--- src/tsl_pkg.sv ---
// ============================================================================
// tsl_pkg: shared types and constants of the tournament second-largest core
// Holds the payload structs, the result kind codes and the sizing constants.
// ============================================================================
package tsl_pkg;

    localparam int unsigned MAX_ITEMS = 64;
    localparam int unsigned MAX_DEPTH = 6;
    localparam int unsigned VAL_W     = 32;
    localparam int unsigned KIND_W    = 2;

    localparam int unsigned IDX_W  = $clog2(MAX_ITEMS);
    localparam int unsigned FILL_W = $clog2(MAX_ITEMS + 1);
    localparam int unsigned CNT_W  = $clog2(MAX_DEPTH + 1);
    localparam int unsigned DEP_W  = (MAX_DEPTH > 1) ? $clog2(MAX_DEPTH) : 1;

    // Result kinds.
    localparam logic [KIND_W-1:0] KIND_LOSER  = 2'd0;
    localparam logic [KIND_W-1:0] KIND_SECOND = 2'd1;
    localparam logic [KIND_W-1:0] KIND_SOLO   = 2'd2;

    typedef struct packed {
        logic signed [VAL_W-1:0] sample;
        logic                    final_item;
    } t_in_item;

    typedef struct packed {
        logic signed [VAL_W-1:0] result_value;
        logic [KIND_W-1:0]       kind;
        logic                    overflowed;
        logic                    end_of_run;
    } t_out_item;

endpackage

--- src/tsl_ram.sv ---
// ============================================================================
// tsl_ram: generic single-port-write, single-port-read RAM
// One write and one registered read per cycle.
// ============================================================================
module tsl_ram #(
    parameter int unsigned WIDTH = 32,
    parameter int unsigned DEPTH = 64,
    parameter int unsigned ADDR_W = (DEPTH > 1) ? $clog2(DEPTH) : 1
) (
    input  logic              i_clk,
    input  logic              i_wr_en,
    input  logic [ADDR_W-1:0] i_wr_addr,
    input  logic [WIDTH-1:0]  i_wr_data,
    input  logic              i_rd_en,
    input  logic [ADDR_W-1:0] i_rd_addr,
    output logic [WIDTH-1:0]  o_rd_data
);

    logic [WIDTH-1:0] r_mem [DEPTH];
    logic [WIDTH-1:0] r_rd_data;

    always_ff @(posedge i_clk) begin
        if (i_wr_en) begin
            r_mem[i_wr_addr] <= i_wr_data;
        end
        if (i_rd_en) begin
            r_rd_data <= r_mem[i_rd_addr];
        end
    end

    assign o_rd_data = r_rd_data;

endmodule

--- src/tournament_second_largest_core.sv ---
// ============================================================================
// tournament_second_largest_core: runner-up search by knockout tournament
// Loads a set of signed values, then walks the champion's path and reports
// every value that lost to the champion, followed by the second largest.
// ============================================================================
//
//  Channel | Handshake                 | Payload     | Moves
//  --------+---------------------------+-------------+---------------------------
//  in      | i_in_valid / o_in_ready   | t_in_item   | one value of the set
//  out     | o_out_valid / i_out_ready | t_out_item  | one loser, the runner-up or a lone value
//
//  Loading takes one request per cycle. After the last value, each level of
//  the champion's path scans its range through the value RAM at one entry
//  per cycle; the registered read and then DECIDE settle its match.
//  Emission then moves the results out as fast as the output side takes them.
//  Reset (synchronous, active low) empties the set; the RAM needs no clear.
//  A stalled output holds the result register; loading of the next set
//  resumes as soon as the last result of a run sits in that register.
//
module tournament_second_largest_core
    import tsl_pkg::*;
(
    input  logic      i_clk,
    input  logic      i_rst_n,
    input  logic      i_in_valid,
    output logic      o_in_ready,
    input  t_in_item  i_in_item,
    output logic      o_out_valid,
    input  logic      i_out_ready,
    output t_out_item o_out_item
);

    // LOAD collects values; SCAN streams a range out of the RAM; DECIDE
    // plays the match of the two half maxima; EMIT_L and EMIT_B drain the
    // losers and the runner-up; SOLO reports a set of one value.
    typedef enum logic [2:0] {
        ST_LOAD,
        ST_SOLO,
        ST_SCAN,
        ST_DECIDE,
        ST_EMIT_L,
        ST_EMIT_B
    } t_state;

    t_state                  r_state;
    logic [FILL_W-1:0]       r_fill;
    logic                    r_ovf;
    logic                    r_run_ovf;
    logic [IDX_W-1:0]        r_lo;
    logic [IDX_W-1:0]        r_hi;
    logic [IDX_W-1:0]        r_addr;
    logic                    r_issue;
    logic                    r_rd_vld;
    logic [IDX_W-1:0]        r_rd_idx;
    logic signed [VAL_W-1:0] r_max_l;
    logic signed [VAL_W-1:0] r_max_r;
    logic [CNT_W-1:0]        r_cnt;
    logic [DEP_W-1:0]        r_eidx;
    logic signed [VAL_W-1:0] r_best;
    logic signed [VAL_W-1:0] r_losers [MAX_DEPTH];
    logic                    r_out_vld;
    t_out_item               r_out;

    logic                    w_in_acc;
    logic                    w_store;
    logic [FILL_W-1:0]       w_fill_after;
    logic [FILL_W-1:0]       w_fill_m1;
    logic [IDX_W:0]          w_sum;
    logic [IDX_W-1:0]        w_mid;
    logic                    w_out_free;
    logic                    w_rd_en;
    logic [VAL_W-1:0]        w_rd_raw;
    logic signed [VAL_W-1:0] w_rd_val;
    logic                    w_go_right;
    logic signed [VAL_W-1:0] w_loser;
    logic [IDX_W-1:0]        w_new_lo;
    logic [IDX_W-1:0]        w_new_hi;
    logic                    w_room;
    logic [CNT_W-1:0]        w_cnt_after;
    logic [CNT_W-1:0]        w_cnt_m1;
    logic [CNT_W-1:0]        w_top_idx;
    logic signed [VAL_W-1:0] w_emit_val;

    // Values enter only in LOAD. The RAM is written only there and read only
    // in SCAN, so a read never overlaps a write to the same entry.
    assign o_in_ready   = (r_state == ST_LOAD);
    assign w_in_acc     = i_in_valid && o_in_ready;
    assign w_store      = w_in_acc && (r_fill < FILL_W'(MAX_ITEMS));
    assign w_fill_after = w_store ? (r_fill + FILL_W'(1)) : r_fill;
    assign w_fill_m1    = w_fill_after - FILL_W'(1);

    assign w_sum = {1'b0, r_lo} + {1'b0, r_hi};
    assign w_mid = w_sum[IDX_W:1];

    assign w_rd_en  = (r_state == ST_SCAN) && r_issue;
    assign w_rd_val = signed'(w_rd_raw);

    tsl_ram #(
        .WIDTH (VAL_W),
        .DEPTH (MAX_ITEMS)
    ) u_value_ram (
        .i_clk     (i_clk),
        .i_wr_en   (w_store),
        .i_wr_addr (r_fill[IDX_W-1:0]),
        .i_wr_data (i_in_item.sample),
        .i_rd_en   (w_rd_en),
        .i_rd_addr (r_addr),
        .o_rd_data (w_rd_raw)
    );

    // The match of the current range: the left maximum wins ties, so the
    // path turns right only when the right maximum is strictly larger.
    assign w_go_right  = (r_max_l < r_max_r);
    assign w_loser     = w_go_right ? r_max_l : r_max_r;
    assign w_new_lo    = w_go_right ? (w_mid + IDX_W'(1)) : r_lo;
    assign w_new_hi    = w_go_right ? r_hi : w_mid;
    assign w_room      = (r_cnt < CNT_W'(MAX_DEPTH));
    assign w_cnt_after = w_room ? (r_cnt + CNT_W'(1)) : r_cnt;
    assign w_cnt_m1    = w_cnt_after - CNT_W'(1);

    // During emission the deepest stored loser sits at the top index.
    assign w_top_idx  = r_cnt - CNT_W'(1);

    assign w_out_free = !r_out_vld || i_out_ready;
    assign w_emit_val = r_losers[r_eidx];

    always_ff @(posedge i_clk) begin
        if (!i_rst_n) begin
            r_state   <= ST_LOAD;
            r_fill    <= '0;
            r_ovf     <= 1'b0;
            r_issue   <= 1'b0;
            r_rd_vld  <= 1'b0;
            r_cnt     <= '0;
            r_out_vld <= 1'b0;
        end else begin
            if (r_out_vld && i_out_ready) begin
                r_out_vld <= 1'b0;
            end

            case (r_state)
                ST_LOAD: begin
                    if (w_in_acc) begin
                        if (i_in_item.final_item) begin
                            r_run_ovf <= r_ovf || !w_store;
                            r_fill    <= '0;
                            r_ovf     <= 1'b0;
                            if (w_fill_after == FILL_W'(1)) begin
                                r_best  <= i_in_item.sample;
                                r_state <= ST_SOLO;
                            end else begin
                                r_lo    <= '0;
                                r_hi    <= w_fill_m1[IDX_W-1:0];
                                r_addr  <= '0;
                                r_issue <= 1'b1;
                                r_cnt   <= '0;
                                r_state <= ST_SCAN;
                            end
                        end else begin
                            r_fill <= w_fill_after;
                            r_ovf  <= r_ovf || !w_store;
                        end
                    end
                end

                ST_SOLO: begin
                    if (w_out_free) begin
                        r_out_vld         <= 1'b1;
                        r_out.result_value <= r_best;
                        r_out.kind        <= KIND_SOLO;
                        r_out.overflowed  <= r_run_ovf;
                        r_out.end_of_run  <= 1'b1;
                        r_state           <= ST_LOAD;
                    end
                end

                ST_SCAN: begin
                    // Issue one read per cycle from lo up to hi.
                    r_rd_vld <= r_issue;
                    r_rd_idx <= r_addr;
                    if (r_issue) begin
                        if (r_addr == r_hi) begin
                            r_issue <= 1'b0;
                        end else begin
                            r_addr <= r_addr + IDX_W'(1);
                        end
                    end
                    // Fold the returning value into its half's maximum.
                    if (r_rd_vld) begin
                        if (r_rd_idx <= w_mid) begin
                            if ((r_rd_idx == r_lo) || (w_rd_val > r_max_l)) begin
                                r_max_l <= w_rd_val;
                            end
                        end else begin
                            if ((r_rd_idx == w_mid + IDX_W'(1)) ||
                                (w_rd_val > r_max_r)) begin
                                r_max_r <= w_rd_val;
                            end
                        end
                        if (r_rd_idx == r_hi) begin
                            r_rd_vld <= 1'b0;
                            r_state  <= ST_DECIDE;
                        end
                    end
                end

                ST_DECIDE: begin
                    if (w_room) begin
                        r_losers[r_cnt[DEP_W-1:0]] <= w_loser;
                    end
                    r_cnt <= w_cnt_after;
                    r_lo  <= w_new_lo;
                    r_hi  <= w_new_hi;
                    if (w_new_lo < w_new_hi) begin
                        r_addr  <= w_new_lo;
                        r_issue <= 1'b1;
                        r_state <= ST_SCAN;
                    end else begin
                        r_eidx  <= w_cnt_m1[DEP_W-1:0];
                        r_state <= ST_EMIT_L;
                    end
                end

                ST_EMIT_L: begin
                    // Deepest loser first; the runner-up is their maximum.
                    if (w_out_free) begin
                        r_out_vld          <= 1'b1;
                        r_out.result_value <= w_emit_val;
                        r_out.kind         <= KIND_LOSER;
                        r_out.overflowed   <= r_run_ovf;
                        r_out.end_of_run   <= 1'b0;
                        if ((r_eidx == w_top_idx[DEP_W-1:0]) || (w_emit_val > r_best)) begin
                            r_best <= w_emit_val;
                        end
                        if (r_eidx == '0) begin
                            r_state <= ST_EMIT_B;
                        end else begin
                            r_eidx <= r_eidx - DEP_W'(1);
                        end
                    end
                end

                ST_EMIT_B: begin
                    if (w_out_free) begin
                        r_out_vld          <= 1'b1;
                        r_out.result_value <= r_best;
                        r_out.kind         <= KIND_SECOND;
                        r_out.overflowed   <= r_run_ovf;
                        r_out.end_of_run   <= 1'b1;
                        r_state            <= ST_LOAD;
                    end
                end

                default: begin
                    r_state <= ST_LOAD;
                end
            endcase
        end
    end

    assign o_out_valid = r_out_vld;
    assign o_out_item  = r_out;

`ifndef SYNTHESIS
    // A range under scan always holds a real match.
    a_scan_range: assert property (@(posedge i_clk) disable iff (!i_rst_n)
        (r_state == ST_SCAN) |-> (r_lo < r_hi))
        else $error("scan range holds fewer than two entries");

    // Reads stay inside the current range.
    a_read_in_range: assert property (@(posedge i_clk) disable iff (!i_rst_n)
        w_rd_en |-> ((r_addr >= r_lo) && (r_addr <= r_hi)))
        else $error("RAM read outside the scan range");

    // The loser buffer never overfills.
    a_cnt_bound: assert property (@(posedge i_clk) disable iff (!i_rst_n)
        r_cnt <= CNT_W'(MAX_DEPTH))
        else $error("loser count beyond buffer depth");

    // Only the closing result of a run carries a non-loser kind.
    a_end_kind: assert property (@(posedge i_clk) disable iff (!i_rst_n)
        o_out_valid |-> (o_out_item.end_of_run == (o_out_item.kind != KIND_LOSER)))
        else $error("end_of_run and kind disagree");

    // A decision either opens a deeper scan or starts emission.
    a_decide_next: assert property (@(posedge i_clk) disable iff (!i_rst_n)
        (r_state == ST_DECIDE) |=> ((r_state == ST_SCAN) || (r_state == ST_EMIT_L)))
        else $error("unexpected state after a match decision");
`endif

endmodule

--- config.mk ---
export PLATFORM = sky130hd
export DESIGN_NAME = tournament_second_largest_core
export DESIGN_NICKNAME = d
export VERILOG_FILES = /design/src/tsl_pkg.sv /design/src/tsl_ram.sv /design/src/tournament_second_largest_core.sv
export SDC_FILE = /design/constraint.sdc
export NUM_CORES = 2
export LEC_CHECK = 0
export BUFFER_PORTS_ARGS = -buffer_cell sky130_fd_sc_hd__buf_2
export CAP_MARGIN = 20
export CORE_MARGIN = 2
export CORE_UTILIZATION = 50
export DETAILED_ROUTE_END_ITERATION = 7
export PLACE_DENSITY_LB_ADDON = 0.1
export SYNTH_ARGS = -nofsm -noshare
export SYNTH_HDL_FRONTEND = slang
export SYNTH_SLANG_ARGS = --single-unit
--- constraint.sdc ---
create_clock -name i_clk -period 7.42 [get_ports i_clk]
set_clock_uncertainty 0.2 [all_clocks]
set_input_delay 2.226 -clock i_clk [delete_from_list [all_inputs] [get_ports i_clk]]
set_output_delay 2.226 -clock i_clk [all_outputs]
set_load 0.005 [all_outputs]
* After elaboration in Yosys (flattened, before gate mapping)
Memory sizes are Yosys's and may differ from the RTL's. A register that Yosys moved wholly into a read port is not among the register bits. Cells that the tools add are included. W data, S select, Z words.
Cells by class: bitwise logic cells 1, mux-type cells 66, reduce and logical (&&, ||, !) cells 33, add/sub/neg operators 9, equal/unequal tests 28, order comparisons 8
Operators with widths (count):
- $mux W32 | 6
- $mux W36 | 3
- $pmux W36 S3 | 1
- $gt A32 B32 Y1 | 3
- $mux W6 | 11
- $pmux W32 S2 | 1
- $mux W3 | 16
- $lt A32 B32 Y1 | 1
- $reduce_and A5 Y1 | 6
- $eq A6 B6 Y1 | 4
- $ne A2 B2 Y1 const B | 12
- $pmux W6 S2 | 2
- $mux W1 | 18
- $pmux W6 S3 | 1
- $pmux W3 S5 | 1
- $mux W7 | 2
- $reduce_and A7 Y1 | 2
- $add A6 B1 Y6 const B | 2
- $pmux W3 S2 | 2
- $ne A2 B1 Y1 const B | 5
- $sub A3 B1 Y3 const B | 3
- $reduce_and A4 Y1 | 2
- $reduce_and A8 Y1 | 1
- $add A6 B6 Y7 | 1
- 24 further kinds | 39
Storage, ports and cells: register bits after elaboration 177, output and inout port bits 38, bits of input ports 37, word-level logic and storage cells 167, memories 2, bits in writable memories 2240
Memory list:
- u_value_ram.r_mem | depth 64, bits a word 32, rd ports 1, clocked after memory_dff 1, write ports 1, line tsl_ram.sv:19 | logic [WIDTH-1:0] r_mem [DEPTH];
- r_losers | depth 6, bits a word 32, rd ports 1, clocked after memory_dff 1, write ports 1, line tournament_second_largest_core.sv:60 | logic signed [VAL_W-1:0] r_losers [MAX_DEPTH];

* Longest topological paths before layout
depth in word-level cells 9, gate-level depth with buffers 19, mapped depth without buffers 18

* Modules after synthesis
A second synthesis with hierarchy kept.
Second synthesis, totals: cell total of the unflattened synthesis 4975, area, all modules 98185.4 µm²
Modules (own cells, without submodules):
- tsl_ram | times used 1, cells each 3511, area an instance 79359.9 µm², seq. area each 62459.9 µm²
- tournament_second_largest_core | times used 1, cells each 1464, area an instance 18825.6 µm², seq. area each 10970.5 µm²

* Worst setup path before layout
OpenSTA, ideal clock, no wires.
path type input port to flip-flop, from in i_in_valid, to reg r_best[0], enable pin, path buffers 0, setup slack 0.801 ns, data required time 6.770 ns, cell stages on the path 9, library setup time 0.450 ns, arrival 5.969 ns, path through or4b_4 nor2_2 mux2i_1 ha_1 nor2b_1 nand4_4 nor3_2 a21oi_1 a2111oi_2
Between the ends: longest elaborated chain between the ends 6, elaborated cells on any way between the ends 7, classes of those cells eq/ne: 3; mux: 1; reduce/logical: 3
Ends and longest elaborated chain:
- start, declared | line tournament_second_largest_core.sv:25 | input logic i_in_valid,
- $logic_and A1 B1 Y1 (*) | line tournament_second_largest_core.sv:87 | assign w_in_acc = i_in_valid && o_in_ready;
- $logic_and A1 B1 Y1 | line tournament_second_largest_core.sv:88 | assign w_store = w_in_acc && (r_fill < FILL_W'(MAX_ITEMS));
- $mux W7 | line tournament_second_largest_core.sv:89 | assign w_fill_after = w_store ? (r_fill + FILL_W'(1)) : r_fill;
- $eq A7 B1 Y1 | line tournament_second_largest_core.sv:148 | if (w_fill_after == FILL_W'(1)) begin
- $ne A2 B1 Y1 (no source line)
- $reduce_and A7 Y1 (no source line) (*)
- end signal, assigned | line tournament_second_largest_core.sv:149 | r_best <= i_in_item.sample;
- end signal, assigned | line tournament_second_largest_core.sv:233 | r_best <= w_emit_val;
- end, declared | line tournament_second_largest_core.sv:59 | logic signed [VAL_W-1:0] r_best;
Every way passes the cells marked *; elsewhere a longest branch is shown, timed or not. A chain may end at the register's enable or synchronous reset.

* Worst setup path in the final report
from in i_in_valid, to reg r_best[3], enable pin
Same word-level chain as after synthesis.

==> metrics <==
Worst VDD drop=0.223 mV; initial cell density of the core=a little over 50%; ys flop type=edfxtp_1; Final Non-Filler Cells=8309; GRT busiest layer=met2; initial DRC count=about 6000; sequential area share after synthesis=between 70% and 80%; GR Util met1=38.9%; Startpoint Class=primary input; Post-synth EDFFs=2432; max frequency=0.197 GHz; clock tree buffer depth=3; Syn Area/Cell=18.7 µm²; Tot Pwr=29.9 mW; RSZ-0062 raised after global routing=no; async set-reset flop share out of synthesis=0%; CP Class=primary input to flip-flop; post-place setup slack=about 1.5 ns; via count=51077; Clock Latency Late Sink=between 0.8 and 0.9 ns; Max Slew Vio Count=0; most common library cells after synthesis=edfxtp_1 (2432), mux2i_1 (529), mux4_2 (333), o221ai_1 (244), a21oi_1 (216); clock tree from TritonCTS=done; Worst-Margin Slew=1.21 ns; last weighted congestion value of the routability-driven placer=0.878; Rel. slew slack=between 10% and 20%; Leakage=37.0 nW; minimum clock period=5.08 ns; NumNets Final=~5700; critical path fanouts, max=32; outcome=finished, final reports clean; clk slew on worst S/H paths=0.06 ns; antenna violations before repair=19; Seq cells post-synth=2452; CTS-repair resized insts=0; Min-Delay Path Depth=2; Congestion Overflow GR=0; worst endpoint required time=roughly 7.7 ns; hold_buf cts=0; pwr dens=270 mW/mm²; core area=~0.2 mm²; H-tree levels=4; Post-DP Area=approximately 0.1 mm²; area delta synth->final=12.6%; grt met3 use=under 10%; worst endpoint data arrival time=approximately 5.4 ns; Total Wirelength=264000 µm; Std-Cell Rows=162; post-layout worst setup margin=2.34 ns; post-CTS setup buffers=0; Yosys cell types=73; DRC=0; GRT Util Overall=26.4%; final instance area=0.111 mm²; vias in the first global route=49060; cells after synthesis=5257; Root Buffer=clkbuf_16; Post-Syn Area=approximately 0.1 mm²; antenna viol nets, final=0; Synth Warn #=0; cts bufs inserted=between 200 and 250; DIE AREA=around 0.20 mm²; top cells by area, synth=edfxtp_1 (74%), mux4_2 (7.6%), mux2i_1 (5.4%); Hold Fails Final Rpt=0; largest area contributor in the netlist=edfxtp_1; Hold Crit Class=flip-flop to flip-flop; Post-DP HPWL=166000 µm; CP Capture Type=flip-flop; top cell type's share of synthesized area=74.3%; vias per cell=6.15; Die Width=447 µm; Syn Nets=5446; share of layout cells above drive strength 1=between 10% and 20%; largest net degree at the start of global routing=between 100 and 150; Die Ht=approximately 450 µm; Final setup viols=0; FF-to-FF path depth=12; cell count after placement=7835; TNS Setup=0 ns; Final period util=68.4%; wire per inst=31.8 µm; max_cap viols=0; clock sink count=2452; GR Util met2=41.0%; hold slack final=0.271 ns; first-pass GRT wire length=371000 µm; final core utilization=56.7%; most numerous cell in the Yosys netlist=edfxtp_1; # port buffers=74; DR pass1 iterations=5; Ports=75
-- power by group --
part	switching, mW	internal (mW)
registers	0.0599	15.3
logic	1.75	0.819
clock network	5.19	6.73
-- cells in the final DEF, fill, tap and decap left out, drive strengths merged, types with 125 or more instances in the layout --
| cell | netlist | routed |
|---|---|---|
| mux2i | 529 | 529 |
| buf | 120 | 239 |
| clkbuf | 158 | 302 |
| a21oi | 217 | 217 |
| o22ai | 130 | 130 |
| edfxtp | 2432 | 2432 |
| nand2 | 197 | 197 |
| nor2 | 145 | 145 |
| inv | 118 | 125 |
| mux4 | 333 | 333 |
| clkinv | 0 | 127 |
| o221ai | 244 | 244 |
| ha | 151 | 151 |
-- worst max-delay path: stages --
cell and delay [ns]:
buf_2 0.14, or4b_4 0.58, nor3b_4 0.56, and3_1 0.40, nand3_2 0.11, o31ai_2 0.12, nand4_4 0.19, nor3_2 0.14
a21oi_1 0.09, a2111oi_4 0.28, buf_4 0.49
-- per-layer routing --
metal | up-vias | part of all wire, % | wire, µm
met5 | - | 0.012 | 31
met4 | 4 | 2.8 | 7360
met3 | 301 | 7.5 | 19900
met2 | 1998 | 47 | 124000
met1 | 26758 | 43 | 113000
li1 | 22016 | - | -
-- state kept, by name, indices dropped and copies added (netlist names), 3 cells and up, named ones only --
name	cells
r_losers	192
o_out_item	36
r_hi	6
r_addr	6
r_rd_idx	6
r_cnt	3
r_max_l	32
u_value_ram.o_rd_data	32
r_state	3
r_eidx	3
r_lo	6
r_best	32
r_max_r	32
r_fill	7
u_value_ram.r_mem	2048
-- layout make-up --
| cell class | count | area (µm²) |
|---|---|---|
| fill | 14777 | 84600 |
| sequential | 2452 | 73400 |
| clock inverter | 159 | 1410 |
| inverter | 118 | 448 |
| clock buffer | 295 | 6290 |
| timing repair buffer | 246 | 1920 |
| multi-input combinational | 2409 | 23800 |
| antenna | 6 | 15.0 |
| tap | 2624 | 3280 |
-- cells by family after synthesis --
group	after synthesis	share of synthesized area [%]
compound gates	815	5.68
xor+xnor	51	0.455
fa+ha+maj	152	1.94
buf+inv	396	1.59
flops	2452	74.7
mux	872	13.1
simple gates	519	2.46
-- worst paths after layout --
| kind | from | end | slack [ns] |
|---|---|---|---|
| worst max-delay path | i_in_valid | r_best[3] | 2.34 |
| worst min-delay path | r_ovf | r_ovf | 0.27 |
| worst max register to register | flip-flop | r_best[3] | 2.47 |
| worst min register to register | r_ovf | r_ovf | 0.27 |
No activity file was read; power rests on OpenSTA's default activity.
